$ cat src/hdl/lpfs_pkg.sv
`default_nettype none

package lpfs_pkg;

  localparam int unsigned ByteW  = 8;
  localparam int unsigned WordW  = 32;
  localparam int unsigned KindW  = 2;
  localparam int unsigned SeenW  = 31;

  // result kind codes
  localparam logic [KindW-1:0] KIND_PAYLOAD   = 2'd0;
  localparam logic [KindW-1:0] KIND_EMPTY     = 2'd1;
  localparam logic [KindW-1:0] KIND_MALFORMED = 2'd2;

  typedef struct packed {
    logic signed [WordW-1:0] msg_id;
    logic [ByteW-1:0]        payload_byte;
    logic [KindW-1:0]        kind;
    logic                    last;
  } result_t;

endpackage

`default_nettype wire

$ cat src/hdl/lpfs_rx_if.sv
`default_nettype none

interface lpfs_rx_if;
  logic                          valid;
  logic                          ready;
  logic [lpfs_pkg::ByteW-1:0]    rx_byte;

  modport source (output valid, output rx_byte, input ready);
  modport sink   (input valid, input rx_byte, output ready);
endinterface

`default_nettype wire

$ cat src/hdl/lpfs_res_if.sv
`default_nettype none

interface lpfs_res_if;
  logic                               valid;
  logic                               ready;
  logic signed [lpfs_pkg::WordW-1:0]  msg_id;
  logic [lpfs_pkg::ByteW-1:0]         payload_byte;
  logic [lpfs_pkg::KindW-1:0]         kind;
  logic                               last;

  modport source (output valid, output msg_id, output payload_byte, output kind,
                  output last, input ready);
  modport sink   (input valid, input msg_id, input payload_byte, input kind,
                  input last, output ready);
endinterface

`default_nettype wire

$ cat src/hdl/lpfs_parser.sv
`default_nettype none

module lpfs_parser (
  input  wire logic                          clk_i,
  input  wire logic                          rst_ni,
  input  wire logic                          step_i,
  input  wire logic [lpfs_pkg::ByteW-1:0]    rx_byte_i,
  input  wire logic                          res_ready_i,
  output logic                               res_valid_o,
  output lpfs_pkg::result_t                  res_o
);

  typedef enum logic [1:0] {
    PH_HEADER,
    PH_ID,
    PH_PAYLOAD,
    PH_SKIP
  } phase_e;

  phase_e                          phase_q, phase_d;
  logic [1:0]                      hdr_cnt_q, hdr_cnt_d;
  logic [lpfs_pkg::WordW-1:0]      frame_len_q, frame_len_d;
  logic [lpfs_pkg::WordW-1:0]      id_q, id_d;
  logic [lpfs_pkg::SeenW-1:0]      seen_q, seen_d;
  logic                            res_valid_q, res_valid_d;
  lpfs_pkg::result_t               res_q, res_d;

  logic [lpfs_pkg::WordW-1:0]      len_asm;
  logic [lpfs_pkg::WordW-1:0]      id_asm;
  logic [lpfs_pkg::SeenW-1:0]      seen_inc;
  logic [lpfs_pkg::WordW-1:0]      seen_inc_w;
  logic                            emit;
  lpfs_pkg::result_t               res_new;

  // little-endian byte lanes, lanes above the count are still zero
  for (genvar k = 0; k < 4; k++) begin : g_lane
    assign len_asm[8*k +: 8] = (hdr_cnt_q == 2'(k)) ? rx_byte_i :
                               (hdr_cnt_q == 2'd0) ? 8'd0 : frame_len_q[8*k +: 8];
    assign id_asm[8*k +: 8]  = (seen_q[1:0] == 2'(k)) ? rx_byte_i : id_q[8*k +: 8];
  end

  assign seen_inc   = seen_q + 31'd1;
  assign seen_inc_w = {1'b0, seen_inc};

  always_comb begin
    phase_d     = phase_q;
    hdr_cnt_d   = hdr_cnt_q;
    frame_len_d = frame_len_q;
    id_d        = id_q;
    seen_d      = seen_q;
    emit        = 1'b0;
    res_new     = '0;
    unique case (phase_q)
      PH_HEADER: begin
        frame_len_d = len_asm;
        hdr_cnt_d   = hdr_cnt_q + 2'd1;
        if (hdr_cnt_q == 2'd3) begin
          seen_d = '0;
          if (len_asm[31] || (len_asm == '0)) begin
            // negative or zero length: drop header
            phase_d = PH_HEADER;
          end else if (len_asm < 32'd4) begin
            phase_d      = PH_SKIP;
            emit         = 1'b1;
            res_new.kind = lpfs_pkg::KIND_MALFORMED;
            res_new.last = 1'b1;
          end else begin
            id_d    = '0;
            phase_d = PH_ID;
          end
        end
      end
      PH_ID: begin
        id_d   = id_asm;
        seen_d = seen_inc;
        if (seen_inc == 31'd4) begin
          if (frame_len_q == 32'd4) begin
            phase_d        = PH_HEADER;
            emit           = 1'b1;
            res_new.msg_id = id_asm;
            res_new.kind   = lpfs_pkg::KIND_EMPTY;
            res_new.last   = 1'b1;
          end else begin
            phase_d = PH_PAYLOAD;
          end
        end
      end
      PH_PAYLOAD: begin
        seen_d               = seen_inc;
        emit                 = 1'b1;
        res_new.msg_id       = id_q;
        res_new.payload_byte = rx_byte_i;
        res_new.kind         = lpfs_pkg::KIND_PAYLOAD;
        res_new.last         = (seen_inc_w == frame_len_q);
        if (seen_inc_w == frame_len_q) begin
          phase_d = PH_HEADER;
        end
      end
      PH_SKIP: begin
        seen_d = seen_inc;
        if (seen_inc_w >= frame_len_q) begin
          phase_d = PH_HEADER;
        end
      end
      default: begin
        phase_d = PH_HEADER;
      end
    endcase
  end

  always_comb begin
    res_d = res_q;
    if (step_i && emit) begin
      res_valid_d = 1'b1;
      res_d       = res_new;
    end else if (res_ready_i) begin
      res_valid_d = 1'b0;
    end else begin
      res_valid_d = res_valid_q;
    end
  end

  always_ff @(posedge clk_i or negedge rst_ni) begin
    if (!rst_ni) begin
      phase_q     <= PH_HEADER;
      hdr_cnt_q   <= '0;
      frame_len_q <= '0;
      id_q        <= '0;
      seen_q      <= '0;
      res_valid_q <= 1'b0;
    end else begin
      res_valid_q <= res_valid_d;
      if (step_i) begin
        phase_q     <= phase_d;
        hdr_cnt_q   <= hdr_cnt_d;
        frame_len_q <= frame_len_d;
        id_q        <= id_d;
        seen_q      <= seen_d;
      end
    end
  end

  always_ff @(posedge clk_i) begin
    res_q <= res_d;
  end

  assign res_valid_o = res_valid_q;
  assign res_o       = res_q;

endmodule

`default_nettype wire

$ cat src/hdl/length_prefixed_frame_splitter_top.sv
// Length-prefixed frame splitter. Takes a byte stream, one byte per item on rx_i, where each
// frame is a 4-byte little-endian signed length L followed by L bytes: a 4-byte
// little-endian message id and L-4 payload bytes. Every payload byte comes out on res_o
// with its id and kind payload, last set on the final byte of the frame; a frame with no
// payload gives one empty-message item with last set. A negative or zero length header is
// dropped silently and the next four bytes form a new header. A length of 1 to 3 gives one
// malformed item (id and byte zero, last set) and the L body bytes are then skipped.
// Each byte passes an input register and a result register, so one byte is taken every
// cycle while res_o is not stalled. Stalls on res_o back up to rx_i through the input
// register; nothing is dropped.
`default_nettype none

module length_prefixed_frame_splitter_top (
  input  wire logic   clk_i,
  input  wire logic   rst_ni,
  lpfs_rx_if.sink     rx_i,
  lpfs_res_if.source  res_o
);

  // input register
  logic                         in_valid_q, in_valid_d;
  logic [lpfs_pkg::ByteW-1:0]   in_byte_q;
  logic                         rx_take;
  logic                         adv;
  logic                         res_valid;
  lpfs_pkg::result_t            res;

  // the registered byte moves on when the result register is free or draining
  assign adv      = in_valid_q && (!res_valid || res_o.ready);
  assign rx_i.ready = !in_valid_q || adv;
  assign rx_take  = rx_i.valid && rx_i.ready;

  always_comb begin
    if (rx_take) begin
      in_valid_d = 1'b1;
    end else if (adv) begin
      in_valid_d = 1'b0;
    end else begin
      in_valid_d = in_valid_q;
    end
  end

  always_ff @(posedge clk_i or negedge rst_ni) begin
    if (!rst_ni) begin
      in_valid_q <= 1'b0;
    end else begin
      in_valid_q <= in_valid_d;
    end
  end

  always_ff @(posedge clk_i) begin
    if (rx_take) begin
      in_byte_q <= rx_i.rx_byte;
    end
  end

  // frame state and result register
  lpfs_parser u_parser (
    .clk_i       (clk_i),
    .rst_ni      (rst_ni),
    .step_i      (adv),
    .rx_byte_i   (in_byte_q),
    .res_ready_i (res_o.ready),
    .res_valid_o (res_valid),
    .res_o       (res)
  );

  assign res_o.valid        = res_valid;
  assign res_o.msg_id       = res.msg_id;
  assign res_o.payload_byte = res.payload_byte;
  assign res_o.kind         = res.kind;
  assign res_o.last         = res.last;

  // malformed items carry no id and always close the frame
  a_malformed_clean: assert property (@(posedge clk_i) disable iff (!rst_ni)
    res_valid && (res.kind == lpfs_pkg::KIND_MALFORMED) |->
      (res.msg_id == 0) && res.last)
    else $error("malformed item with id or without last");

  // non-payload items carry a zero byte and end the frame
  a_nonpayload_last: assert property (@(posedge clk_i) disable iff (!rst_ni)
    res_valid && (res.kind != lpfs_pkg::KIND_PAYLOAD) |->
      (res.payload_byte == 0) && res.last)
    else $error("non-payload item with byte or without last");

  // a byte waiting in the input register is kept while the result side stalls
  a_in_hold: assert property (@(posedge clk_i) disable iff (!rst_ni)
    in_valid_q && !adv |=> in_valid_q && $stable(in_byte_q))
    else $error("input byte lost during stall");

endmodule

`default_nettype wire
$ cat src/flat_wrapper.sv
// flat-port wrapper written by rule: the top's interface ports become plain ports
module length_prefixed_frame_splitter_top_flat 
  (clk_i, rst_ni, rx_i_valid, rx_i_rx_byte, rx_i_ready, res_o_valid, res_o_msg_id, res_o_payload_byte, res_o_kind, res_o_last, res_o_ready);
  lpfs_rx_if rx_i_i ();
  lpfs_res_if res_o_i ();
  input  wire logic clk_i;
  input  wire logic rst_ni;
  input wire logic [$bits(rx_i_i.valid)-1:0] rx_i_valid;
  input wire logic [$bits(rx_i_i.rx_byte)-1:0] rx_i_rx_byte;
  output wire logic [$bits(rx_i_i.ready)-1:0] rx_i_ready;
  output wire logic [$bits(res_o_i.valid)-1:0] res_o_valid;
  output wire logic [$bits(res_o_i.msg_id)-1:0] res_o_msg_id;
  output wire logic [$bits(res_o_i.payload_byte)-1:0] res_o_payload_byte;
  output wire logic [$bits(res_o_i.kind)-1:0] res_o_kind;
  output wire logic [$bits(res_o_i.last)-1:0] res_o_last;
  input wire logic [$bits(res_o_i.ready)-1:0] res_o_ready;
  assign rx_i_i.valid = rx_i_valid;
  assign rx_i_i.rx_byte = rx_i_rx_byte;
  assign rx_i_ready = rx_i_i.ready;
  assign res_o_valid = res_o_i.valid;
  assign res_o_msg_id = res_o_i.msg_id;
  assign res_o_payload_byte = res_o_i.payload_byte;
  assign res_o_kind = res_o_i.kind;
  assign res_o_last = res_o_i.last;
  assign res_o_i.ready = res_o_ready;
  length_prefixed_frame_splitter_top u_core (.clk_i(clk_i), .rst_ni(rst_ni), .rx_i(rx_i_i), .res_o(res_o_i));
endmodule
$ cat config.mk
export PLATFORM = sky130hd
export DESIGN_NAME = length_prefixed_frame_splitter_top_flat
export DESIGN_NICKNAME = d
export VERILOG_FILES = /design/src/hdl/lpfs_pkg.sv /design/src/hdl/lpfs_rx_if.sv /design/src/hdl/lpfs_res_if.sv /design/src/hdl/lpfs_parser.sv /design/src/hdl/length_prefixed_frame_splitter_top.sv /design/src/flat_wrapper.sv
export SDC_FILE = /design/constraint.sdc
export NUM_CORES = 1
export LEC_CHECK = 0
export BUFFER_PORTS_ARGS = -buffer_cell sky130_fd_sc_hd__buf_2
export CORE_MARGIN = 2
export CORE_UTILIZATION = 45
export DETAILED_ROUTE_END_ITERATION = 16
export PLACE_DENSITY = 0.68
export SETUP_SLACK_MARGIN = 0.4
export SYNTH_ARGS = -nofsm -noshare
export SYNTH_HDL_FRONTEND = slang
export SYNTH_SLANG_ARGS = --single-unit
$ cat constraint.sdc
create_clock -name clk_i -period 10.75 [get_ports clk_i]
set_clock_uncertainty 0.2 [all_clocks]
set_input_delay 0 -clock clk_i [delete_from_list [all_inputs] [get_ports clk_i]]
set_output_delay 0 -clock clk_i [all_outputs]
set_load 0.05 [all_outputs]
=== Word level (Yosys, flattened, before mapping) ===
Cells that the tools add are included.

* Register bits: 152
* Input bits: 12
* Output and inout port bits: 45
* Word-level logic and storage cells: 98

* Add/sub/neg operators: 2
* $lt $le $gt $ge: 2
* Equality and inequality tests: 18
* Muxes and demuxes: 44
* Reductions and logical operators: 20

{| class="wikitable"
|+ Operators by type and width
! operator !! number
|-
| 32-bit 2-to-1 mux || 5
|-
| 32-bit one-hot mux with 2 select lines || 2
|-
| 8-bit 2-to-1 mux || 11
|-
| 31-bit one-hot mux with 2 select lines || 1
|-
| 31-bit by 32-bit equality test with 1-bit output || 1
|-
| 32-bit by 3-bit equality test with 1-bit output, second input constant || 1
|-
| 31-bit by 32-bit >= comparator with 1-bit output || 1
|-
| 32-bit logical NOT || 1
|-
| 32-bit by 3-bit less-than comparator with 1-bit output, second input constant || 1
|-
| 31-bit by 1-bit adder with 31-bit output, second input constant || 1
|-
| 31-bit by 3-bit equality test with 1-bit output, second input constant || 1
|-
| 31-bit 2-to-1 mux || 1
|-
| 2-bit 2-to-1 mux || 9
|-
| 2-bit equality test, second input constant || 6
|-
| 2-bit != test, second input constant || 6
|-
| 5-bit AND reduction || 2
|-
| 1-bit 2-to-1 mux || 9
|-
| 3-bit 2-to-1 mux || 3
|-
| 3-bit one-hot mux with 3 select lines || 1
|-
| 2-bit one-hot mux with 4 select lines || 1
|-
| 2-bit by 1-bit equality test with 1-bit output, second input constant || 3
|-
| 2-bit logical NOT || 3
|-
| 2-bit nonzero test || 3
|-
| 2-bit AND reduction || 2
|-
| other kinds (6) || 11
|}

=== Logic depth before layout (Yosys ltp) ===
* Depth after elaboration: 10
* Gate-level depth with buffers: 17

=== By module ===
A second synthesis with hierarchy kept.

* Cell total of the unflattened synthesis: 930
* Area, all modules: 8946.1 um^2

{| class="wikitable"
|+ Modules (own cells, without submodules)
! module !! times used !! cells an instance !! area each (um^2) !! seq. area each (um^2)
|-
| lpfs_parser || 1 || 916 || 8634.5 || 3793.6
|-
| length_prefixed_frame_splitter_top || 1 || 14 || 311.5 || 265.3
|}

=== Worst setup path before layout ===
OpenSTA, ideal clock, no wires.

* Path type: register to register
* Start: register u_core.u_parser.seen_q[0] in the netlist's numbering
* End: register u_core.u_parser.res_q, in the netlist u_core.u_parser.res_o[0] (enable)
* Setup time: 436 ps
* Data arrival time: 4788 ps
* Setup slack: 5326 ps
* Cell stages (with the launch flop): 13
* Clock period less this slack: 5424 ps
* Cell sequence: dfrtp_1 ha_1 clkbuf_1 nand3_1 or4_1 buf_4 nor4_4 mux2i_1 or4b_1 nor4_4 buf_2 nor3b_2 nor3_2

* Word-level cells in the longest chain between the ends: 5

{| class="wikitable"
|+ RTL lines
! item !! line !! text
|-
| start: declaration || lpfs_parser.sv:24 || <nowiki>logic [lpfs_pkg::SeenW-1:0] seen_q, seen_d;</nowiki>
|-
| start signal: assignment || lpfs_parser.sv:138 || <nowiki>seen_q <= seen_d;</nowiki>
|-
| 31-bit by 1-bit adder with 31-bit output || lpfs_parser.sv:42 || <nowiki>assign seen_inc = seen_q + 31'd1;</nowiki>
|-
| 31-bit by 3-bit equality test with 1-bit output || lpfs_parser.sv:76 || <nowiki>if (seen_inc == 31'd4) begin</nowiki>
|-
| 1-bit 2-to-1 mux || lpfs_parser.sv:76 ||
|-
| 1-bit one-hot mux with 3 select lines || lpfs_parser.sv:53 || <nowiki>unique case (phase_q)</nowiki>
|-
| 1-bit logical AND || lpfs_parser.sv:113 || <nowiki>if (step_i && emit) begin</nowiki>
|-
| end signal: assignment || lpfs_parser.sv:144 || <nowiki>res_q <= res_d;</nowiki>
|-
| end: declaration || lpfs_parser.sv:26 || <nowiki>lpfs_pkg::result_t res_q, res_d;</nowiki>
|}

Every way passes these cells.
A chain may end at the register's enable or synchronous reset.

=== Final worst setup path ===
* Start: register u_core.u_parser.seen_q[0] in the netlist's numbering
* End: register u_core.u_parser.phase_q[1]

* Word-level cells in the longest chain between the ends: 4
* Elaborated cells on any way between the ends: 8
* Those cells by class: add/sub: 1; order compare: 1; eq/ne: 5; reduce/logical: 1

{| class="wikitable"
|+ RTL lines
! item !! line !! text
|-
| 31-bit by 1-bit adder with 31-bit output (*) || lpfs_parser.sv:42 ||
|-
| 31-bit by 32-bit >= comparator with 1-bit output, or another cell as far along || lpfs_parser.sv:101 || <nowiki>if (seen_inc_w >= frame_len_q) begin</nowiki>
|-
| 2-bit != test (no line) || n/a ||
|-
| 5-bit AND reduction (no line) (*) || n/a ||
|-
| end signal: assignment || lpfs_parser.sv:134 || <nowiki>phase_q <= phase_d;</nowiki>
|-
| end: declaration || lpfs_parser.sv:20 || <nowiki>phase_e phase_q, phase_d;</nowiki>
|}

Mark *: on every way between the ends. The rest lies on a longest branch, timed or not.

==> flow_summary.json <==
{
  "p_leak_nw": 4.22,
  "critical_path.slowest_cell": "ha_1",
  "path_cells": "ha_1 > nand3_1 > or4_1 > or3_1 > or2_1 > nor3_1 > xor2_1 > ha_1 > nand4b_1 > nor4_1 > nand2_1 > nor3_1 > a211oi_1 > nor3_2 > mux2_1",
  "drt-total-wl_mm": 22.0,
  "drc": 0,
  "hold_viol_final": 45,
  "cts_buffer_depth": 2,
  "grt_pass1_wl_mm": 36.1,
  "clock_sinks": 152,
  "synth_area_sq_um": 8960,
  "netlist_instances": 936,
  "tightest_slew_ns": 1.16,
  "cts_tree": "yes",
  "fmax_mhz": 183,
  "fin_area_sq_um": 10100,
  "grtUsageTotal": 0.214,
  "place.detailed.hpwl_mm": 14.0,
  "arrival_ns": 5.58,
  "ff2ff_path_depth": 15,
  "start_util": 0.459,
  "layout_common_cells": "nand2_1, dfrtp_1, o21ai_0",
  "clk_pin_slew_ns": 0.07,
  "min_period_over_period": 0.509,
  "crit_path_end_kind": "flop",
  "insertion_delay_ns": 0.43,
  "cp_top_family": "simple AND/OR/NAND/NOR gates",
  "grt-ovfl-total": 0,
  "timing.hold.ws_ns": -0.0212,
  "rsz0062_at_grt": "no",
  "grt_start_max_net_pins": 65,
  "io_buffers": 56,
  "h-tree-depth": 4,
  "yosys_warnings": 0,
  "slew_viol_final": 0,
  "core_sq_um": 19500,
  "die_area_sq_um": 21100,
  "routabilityCongestion": 0.857,
  "syn2layout_area_growth_pct": 12.4,
  "ctsResizeCount": 0,
  "ys_ff_latch": 152,
  "std_cell_rows": 51,
  "drtIter0Drc": 608,
  "cts_root_buf": "clkbuf_16",
  "via_per_inst": 5.82,
  "postRouteAntennaNets": 0,
  "synth_cell_type_count": 62,
  "io_pins": 57,
  "synthFlopType": "dfrtp_1",
  "critPathKind": "reg -> reg",
  "die_w_um": 145,
  "antenna_found_initial": 0,
  "finalSetupViolations": 0,
  "num-nets-final": 1012,
  "nFillCells": 1758,
  "crit_path_start_kind": "flop",
  "cp-startpoint": "u_core.u_parser.seen_q[0]$_DFFE_PN0P_",
  "r2r-start": "u_core.u_parser.seen_q[0]$_DFFE_PN0P_",
  "rrSetupSlack_ns": 5.28,
  "final_util": 0.516,
  "drive_gt1_frac": 0.128,
  "die_h_um": 145,
  "hp-class": "in -> async",
  "setup_tns_ns": 0,
  "vias": 7178,
  "cp_max_fo": 26,
  "synth.yosys.seq_area_share": 0.453,
  "syn_area_per_cell_sq_um": 9.58,
  "numCtsBuffers": 17,
  "post-route-min-period_ns": 5.47,
  "postSynth.asyncResetShare": 0.664,
  "violations": "hold timing",
  "synth_edf_count": 51,
  "ir_drop_v": 0.000161,
  "reg2reg_to": "u_core.u_parser.phase_q[1]$_DFFE_PN0P_",
  "post_dp_cell_area_sq_um": 9350,
  "grt_pass1_vias": 6885,
  "cp_num_buf_inv": 0,
  "final_common_cell": "nand2_1",
  "diodes": 0,
  "required_ns": 10.86,
  "cap_violations": 0,
  "avgRoutedWirePerCell_um": 17.8,
  "relSlewSlack": 0.224,
  "powerDensity_nw_per_um2": 253,
  "syn-num-nets": 992,
  "status": "finished with violations",
  "max_stage_delay_ns": 0.78,
  "dr.pass1.iters": 6
}
timing repair:
item,in CTS,in global routing
hold buffers,12,0
setup endpoints to repair,0,0
hold endpoints to repair,70,0
setup buffers,0,0
through the flow:
step | cells | power, mW | setup WS, ns | hold slack, ns
after global placement | 1190 | 1.88 | 5.50 | -0.0907
final | 1234 | 2.55 | 5.28 | -0.0212
after CTS | 1234 | 2.55 | 5.32 | 0.00521
after detailed placement | 1190 | 1.91 | 5.36 | -0.0809
after global routing | 1234 | 2.72 | 4.88 | 0.0694
after floorplan | 936 | 1.67 | 5.33 | -0.496
state kept, by name (all words and copies together), names as in the netlist:
register / cells
u_core.u_parser.seen_q: 31
u_core.u_parser.phase_q: 2
u_core.in_byte_q: 8
u_core.u_parser.frame_len_q: 32
u_core.u_parser.res_o: 43
u_core.u_parser.res_valid_o: 1
u_core.u_parser.hdr_cnt_q: 2
u_core.u_parser.id_q: 32
u_core.in_valid_q: 1
Yosys cell counts (12+ instances only):
cell type,n,area [sq um]
a32o_1,24,240
dfrtp_1,101,2530
nor3_1,19,95.1
nor4_1,12,75.1
nand2b_1,35,219
edfxtp_1,51,1530
o21ai_0,66,330
nand3_1,24,120
a22oi_1,32,240
inv_1,48,180
nor2b_1,33,206
xnor2_1,22,193
a22o_1,41,359
nand2_1,109,409
clkbuf_1,61,229
a21oi_1,24,120
nand4_1,17,106
nor2_1,37,139
xor2_1,17,149
ha_1,44,551
cells by family after synthesis:
group / share of synthesized area
adders and majority gates: 0.0614
DFF: 0.453
and+or+nand+nor: 0.198
muxes: 0.0170
buffers and inverters: 0.0532
AOI/OAI and AO/OA: 0.179
xor gates and xnor gates: 0.0381
layout make-up:
type / instances / area (sq um) / area share
Clock buffer: 17 / 425 / 0.0422
Tap cell: 265 / 332 / 0.0329
Timing Repair Buffer: 76 / 463 / 0.0459
Sequential cell: 152 / 4060 / 0.403
Clock inverter: 15 / 180 / 0.0179
Multi-Input combinational cell: 661 / 4440 / 0.440
Inverter: 48 / 180 / 0.0179
layer usage:
| metal | GRT usage | share of wire |
|---|---|---|
| met5 | 0 | 0 |
| met4 | 0.0706 | 0.021 |
| met3 | 0.0352 | 0.048 |
| met2 | 0.350 | 0.49 |
| met1 | 0.291 | 0.44 |
worst max-delay path by stage:
stage / cells after the start / end
3_5_place_dp: 15 / u_core.u_parser.phase_q[1]$_DFFE_PN0P_
2_1_floorplan: 12 / u_core.u_parser.res_o[0]$_DFFE_PP_
3_3_place_gp: 15 / u_core.u_parser.phase_q[1]$_DFFE_PN0P_
5_1_grt: 15 / u_core.u_parser.phase_q[1]$_DFFE_PN0P_
6_report: 15 / u_core.u_parser.phase_q[1]$_DFFE_PN0P_
4_1_cts: 15 / u_core.u_parser.phase_q[1]$_DFFE_PN0P_
report_power, final:
part           switching (mW)  leakage, nW  internal (mW)  total, mW
Combinational           0.616         2.15          0.399       1.02
Sequential              0.143         1.77          0.762      0.905
Clock                   0.274        0.295          0.353      0.627
Total                    1.03         4.22           1.51       2.55
Power figures use the tool's default switching activity.
